<file path="src/rtl/lfid_pkg.sv">
// Shared types and constants for the lowest-free identifier allocator.
// Used by every module under rtl but lfid_ram; no dependencies.
package lfid_pkg;

  localparam int MAX_IDS   = 8192;
  localparam int ID_W      = 16;                  // identifier width
  localparam int CNT_W     = 14;                  // count register width
  localparam int ID_AW     = $clog2(MAX_IDS);     // index bits
  localparam int WORD_W    = 32;                  // marks per memory word
  localparam int BIT_AW    = $clog2(WORD_W);
  localparam int NUM_WORDS = MAX_IDS / WORD_W;
  localparam int WORD_AW   = ID_AW - BIT_AW;
  localparam int GRP_W     = 16;                  // words per summary group
  localparam int GRP_AW    = $clog2(GRP_W);
  localparam int NUM_GRPS  = NUM_WORDS / GRP_W;
  localparam int NGRP_AW   = WORD_AW - GRP_AW;

  localparam logic [ID_W-1:0]  BASE_RST  = 16'd300;
  localparam logic [CNT_W-1:0] COUNT_RST = 14'd4701;

  // configuration register indexes
  localparam logic CFG_BASE  = 1'b0;
  localparam logic CFG_COUNT = 1'b1;

  // result status codes
  localparam logic [1:0] ST_OK       = 2'd0;
  localparam logic [1:0] ST_FULL     = 2'd1;
  localparam logic [1:0] ST_RANGE    = 2'd2;
  localparam logic [1:0] ST_NOT_USED = 2'd3;

  localparam logic [ID_W-1:0] ID_ZERO = '0;

  typedef struct packed {
    logic              found;
    logic [BIT_AW-1:0] idx;
  } ffz_res_t;

  typedef enum logic [6:0] {
    S_IDLE = 7'b0000001,
    S_GRP  = 7'b0000010,
    S_WRD  = 7'b0000100,
    S_BIT  = 7'b0001000,
    S_RCHK = 7'b0010000,
    S_RBIT = 7'b0100000,
    S_DONE = 7'b1000000
  } state_e;

endpackage

</file>
<file path="src/rtl/lfid_ffz.sv">
// Shared find-first-zero unit: lowest clear bit of one memory-word-wide operand.
// Depends on lfid_pkg.
module lfid_ffz (
  input  logic [lfid_pkg::WORD_W-1:0] vec_i,
  output lfid_pkg::ffz_res_t          res_o
);

  always_comb begin
    res_o = '0;
    // scan downward so the lowest clear bit wins
    for (int i = lfid_pkg::WORD_W - 1; i >= 0; i--) begin
      if (!vec_i[i]) begin
        res_o.found = 1'b1;
        res_o.idx   = lfid_pkg::BIT_AW'(i);
      end
    end
  end

endmodule

</file>
<file path="config.mk">
export PLATFORM = sky130hd
export DESIGN_NAME = lfid_ffz
export DESIGN_NICKNAME = d
export VERILOG_FILES = /design/src/rtl/lfid_pkg.sv /design/src/rtl/lfid_ffz.sv
export SDC_FILE = /design/constraint.sdc
export NUM_CORES = 1
export LEC_CHECK = 0
export ABC_AREA = 1
export ABC_CLOCK_PERIOD_IN_PS = 2840
export BUFFER_PORTS_ARGS = -buffer_cell sky130_fd_sc_hd__buf_4
export CORE_AREA = 10 10 47 49
export DETAILED_ROUTE_END_ITERATION = 10
export DIE_AREA = 0 0 57 59
export GPL_ROUTABILITY_DRIVEN = 0
export SYNTH_ARGS = -nofsm -noshare
export SYNTH_HDL_FRONTEND = slang
export SYNTH_SLANG_ARGS = --single-unit
</file>
<file path="constraint.sdc">
create_clock -name vclk -period 2.84
set_input_delay 0.71 -clock vclk [all_inputs]
set_output_delay 0.71 -clock vclk [all_outputs]
set_load 0.02 [all_outputs]
</file>
==> run summary, run 1 <==
Top-Level Pins = 38
delay-heaviest family, CP = simple AND/OR/NAND/NOR gates
sequential share of the synthesized area = 0
Post-synth top cells = nand2_1 (43), nor2_1 (12), inv_1 (5), nand3_1 (4), nand4_1 (4)
DRT Wirelength = 1370 um
HPWL Detailed = 1290 um
grt total ovfl = 0
Critical Path Most Common Cell = nand2_1
PD cells = 120 mW/mm^2
GRT Overall Usage = 0.0788
slowest stage cell, crit path = buf_4
Final Hold Fails = 0
# diodes = 0
nets@finish = 154
filler instances = 168
Synth area leader = nand2_1
FF/Latch Area = 0 um^2
crit end category = primary output
clock buf count = 0
Worst Setup Start Kind = input pin
largest net degree at the start of global routing = 5
DIE HEIGHT = 59 um
Worst IR Drop VDD = 48.1 uV
DR WL/cell = 10.1 um
Synth Area per Inst = 4.35 um^2
crit-path max FO = 2
# setup viols final = 2
final instance area = 699 um^2
RSZ-0062 raised after global routing = yes
Seq cells = 0
post-synth top area share = 0.476
# port buffers = 38
YS warnings = 0
synth-to-layout area growth = 106%
Antenna Nets Post-Route = 0
TritonRoute pass-1 iters = 2
Worst Path Arrival = 2.33 ns
ranking of synthesized cells by area = nand2_1 (48%), nor2_1 (13%), nand4_1 (7.4%)
antenna violations before repair = 0
Die X = 57 um
Core ar. = 0.00140 mm^2
fin crit share = 1.07
CP peak stage delay = 0.15 ns
share of cells above drive strength 1 = 0.383
# DRC = 0
fin cells = 136
Area after DPL = 674 um^2
max-cap viol count = 0
failing checks = negative setup slack
Starting Density = 0.242
Die ar. = 0.00336 mm^2
outcome = finished, violations left
Worst Path Buf+Inv = 3
synth unique cells = 13
mapped cell area = 339 um^2
Starting DRT DRC Count = 8
Post-CTS Repair Setup Buffers = 0
num rows = 14
Min Clock Period, post-route = 3.04 ns
Cells after Synth = 78
Post-Syn Nets = 110
Least-Margin Pin Slew = 0.257 ns
Hold-fix buffers, CTS = 0
Setup Crit Path Kind = in -> out
leakage = 0.376 nW
setup ws final = -0.198 ns
Vias = 601
Max Slew Vio Count = 0
Inst Count DP = 136
Critical Path RT = 2.13 ns
Final Power = 0.0000838 W
vias in the first global route = 630
Via density = 4.42
cell with the most instances after synthesis = nand2_1
Worst Hold Class = in -> out
Rel. slew slack = 0.827
Max Freq = 329 MHz
wire length of the first global-routing pass = 2410 um
[logic make-up after synthesis]
family | synth area share
AND/OR/NAND/NOR | 0.742
buffers and inverters | 0.0554
AO/OA/AOI/OAI | 0.203
[layout make-up]
cell class	instances	area (um^2)	area share
Timing Repair Buffer	42	334	0.478
Multi-Input combinational cell	73	327	0.467
Tap cell	16	20.0	0.0286
Inverter	5	18.8	0.0268
[routing by layer]
| layer | global-route usage | part of all wire | up-vias |
|---|---|---|---|
| met1 | 0.0894 | 0.44 | 238 |
| met5 | 0 | 0 | - |
| met4 | 0 | 0 | 0 |
| li1 | - | - | 343 |
| met2 | 0.153 | 0.50 | 20 |
| met3 | 0.0172 | 0.065 | 0 |
[cells in the final DEF (no fill, tap or decap)]
cell,n
a211oi_1,2
a21boi_0,1
a21oi_2,2
a31oi_1,2
buf_4,37
buf_6,5
inv_1,4
inv_2,1
nand2_1,42
nand2_2,1
nand3_1,4
nand4_1,4
nor2_1,12
o211ai_1,1
o21a_1,1
o21ai_0,1
[where the power goes]
part           internal [W]  switching (W)  leakage (nW)
clock                     0              0             0
combinational     0.0000490      0.0000348         0.376
sequential                0              0             0
[per-stage QoR]
stage | setup TNS (ns) | setup slack [ns] | utilization | hold slack (ns)
final | -0.218 | -0.198 | 0.499 | 1.69
after floorplan | 0 | 0.0137 | - | 1.54
after global routing | -0.797 | -0.539 | 0.499 | 1.71
after detailed placement | -0.307 | -0.241 | 0.481 | 1.71
after CTS | -0.382 | -0.224 | 0.494 | 1.71
after global placement | -0.304 | -0.232 | 0.481 | 1.71
[path summary, 6_finish.rpt]
| path | cells after the start | endpoint | slack (ns) | start |
|---|---|---|---|---|
| worst max-delay path | 31 | res_o[0] | -0.20 | vec_i[31] |
| worst min-delay path | 3 | res_o[1] | 1.69 | vec_i[2] |
[what timing repair did]
action,4_1_cts,5_1_grt
gates cloned,0,0
pin swaps,12,12
endpoints found under the setup margin,2,2
resized for setup,6,2
Power figures use the tool's default switching activity.
==> run 2, diff against run 1 <==
BUFFER_PORTS_ARGS = not set   (was -buffer_cell sky130_fd_sc_hd__buf_4)
DONT_BUFFER_PORTS = 1   (was not set)
SLEW_MARGIN = 20   (was not set)
==> run 2 against run 1 <==
The flow still finishes with violations (negative setup slack); setup slack improved by 0.094 ns; routed wire length fell by 14%; total power fell by 56%; via count down 20%; fmax is 3.2% higher; critical path depth fell by 1; highest routed layer unchanged; combinational power shrank 56%; non-clock buffer count decreased by 38; sequential share of layout area unchanged; flip-flop and latch count did not move.
==> run summary, run 2 (synthesis results as in run 1) <==
outcome = finished, violations left
failing checks = negative setup slack
Critical Path Most Common Cell = nand2_1
slowest stage cell, crit path = a21oi_2
Worst Path Arrival = 2.23 ns (-0.10 ns)
Via density = 4.92 (+11%)
Core ar. = 0.00140 mm^2 (unchanged)
DRT Wirelength = 1190 um (-14%)
Seq cells = 0 (unchanged)
GRT Overall Usage = 0.0661 (-0.0127)
Min Clock Period, post-route = 2.94 ns (-0.0943 ns)
commonest non-fill, non-tap cell in the layout = nand2_1
Die X = 57 um (unchanged)
antenna violations before repair = 0 (unchanged)
leakage = 0.191 nW (-49%)
sequential share of power = 0 (unchanged)
Starting Density = 0.242 (unchanged)
Setup Crit Path Kind = in -> out
Least-Margin Pin Slew = 0.402 ns (+0.145 ns)
Comb power frac = 1.000 (about the same)
clock buf count = 0 (unchanged)
Int Pwr = 0.0000173 W (-65%)
setup ws final = -0.103 ns (+0.0943 ns)
HPWL Detailed = 1140 um (-11%)
Max Freq = 340 MHz (+3.2%)
synth-to-layout area growth = 21.4%
Worst Setup Start Kind = input pin
sw power = 0.0000194 W (-44%)
Starting DRT DRC Count = 6 (-2)
# setup viols final = 1 (-1)
grt total ovfl = 0 (unchanged)
num rows = 14 (unchanged)
TritonRoute pass-1 iters = 4 (+2)
share of cells above drive strength 1 = 0.0976 (-0.286)
most frequent cells in the layout = nand2_1 (42), nor2_1 (12), nand4_1 (4), inv_1 (4), nand3_1 (4)
# port buffers = 0 (-100%)
Die ar. = 0.00336 mm^2 (unchanged)
depth of the worst hold-timing path = 2 (-1)
crit-path max FO = 3 (+1)
Clock power frac = 0 (unchanged)
Max Slew Vio Count = 0 (unchanged)
Top-Level Pins = 38 (unchanged)
max-cap viol count = 0 (unchanged)
# diodes = 0 (unchanged)
Post-Place Setup Slack = -0.108 ns (+0.133 ns)
Critical Path RT = 2.13 ns (about the same)
sw frac = 0.529 (+0.115)
RSZ-0062 raised after global routing = yes
Rel. slew slack = 0.731 (-0.0960)
FF/Latch Area = 0 um^2 (unchanged)
largest net degree at the start of global routing = 5 (unchanged)
DIE HEIGHT = 59 um (unchanged)
Hold-fix buffers, CTS = 0 (unchanged)
fin crit share = 1.04 (-0.0332)
Final Hold Fails = 0 (unchanged)
DR WL/cell = 12.1 um (+20%)
Worst Hold Class = in -> out
# DRC = 0 (unchanged)
wire length of the first global-routing pass = 1990 um (-17%)
nets@finish = 116 (-25%)
crit end category = primary output
setup TNS = -0.103 ns (+0.115 ns)
Worst IR Drop VDD = 20.1 uV (-58%)
vias in the first global route = 499 (-21%)
CP peak stage delay = 0.14 ns (about the same)
Vias = 482 (-20%)
Antenna Nets Post-Route = 0 (unchanged)
PD cells = 89.2 mW/mm^2 (-25%)
[run 2: cell count changes in the layout (fill, tap and decap cells not counted), sizes merged]
cell	previous run	this run
buf	42	4
clkinv	0	1
inv	5	4
[run 2: worst max-delay path: cells and delay by family]
family                 cells  cell delay, ns
AOI/OAI and AO/OA          1            0.14
buffers and inverters      2            0.15
and+or+nand+nor           27            1.25
[run 2: power by group through the flow]
stage	clock network, W	logic [W]	registers (W)
after floorplan	0	0.0000281	0
after global placement	0	0.0000346	0
after detailed placement	0	0.0000351	0
after CTS	0	0.0000362	0
after global routing	0	0.0000437	0
final	0	0.0000367	0
[run 2: routing by layer]
metal	routed length (um)	GRT usage	share of wire	vias to the layer above
li1	-	-	-	266
met5	0	0	0	-
met2	584	0.122	0.49	21
met3	161	0.0215	0.14	0
met4	0	0	0	0
met1	442	0.0759	0.37	195
[run 2: area by class of cell]
class / count / area (um^2)
Fill cell: 179 / 990
Multi-Input combinational cell: 73 / 327
Timing Repair Buffer: 4 / 33.8
Inverter: 5 / 31.3
Tap cell: 16 / 20.0
[run 2: path summary, 6_finish.rpt]
kind | start | end | slack, ns
worst max-delay path | vec_i[31] | res_o[0] | -0.10
worst min-delay path | vec_i[2] | res_o[1] | 1.60
[run 2: repair_timing]
item | in CTS | in global routing
setup endpoints to repair | 1 | 2
setup buffers | 0 | 0
pin swaps | 0 | 5
gates resized for setup | 5 | 3
[run 2: stage by stage]
stage	total power, W	area (um^2)	cells	hold WS (ns)	util
final	0.0000367	412	98	1.60	0.294
after global placement	0.0000346	389	98	1.61	0.278
after detailed placement	0.0000351	389	98	1.61	0.278
after CTS	0.0000362	399	98	1.61	0.285
after global routing	0.0000437	412	98	1.61	0.294
after floorplan	0.0000281	339	78	1.54	-
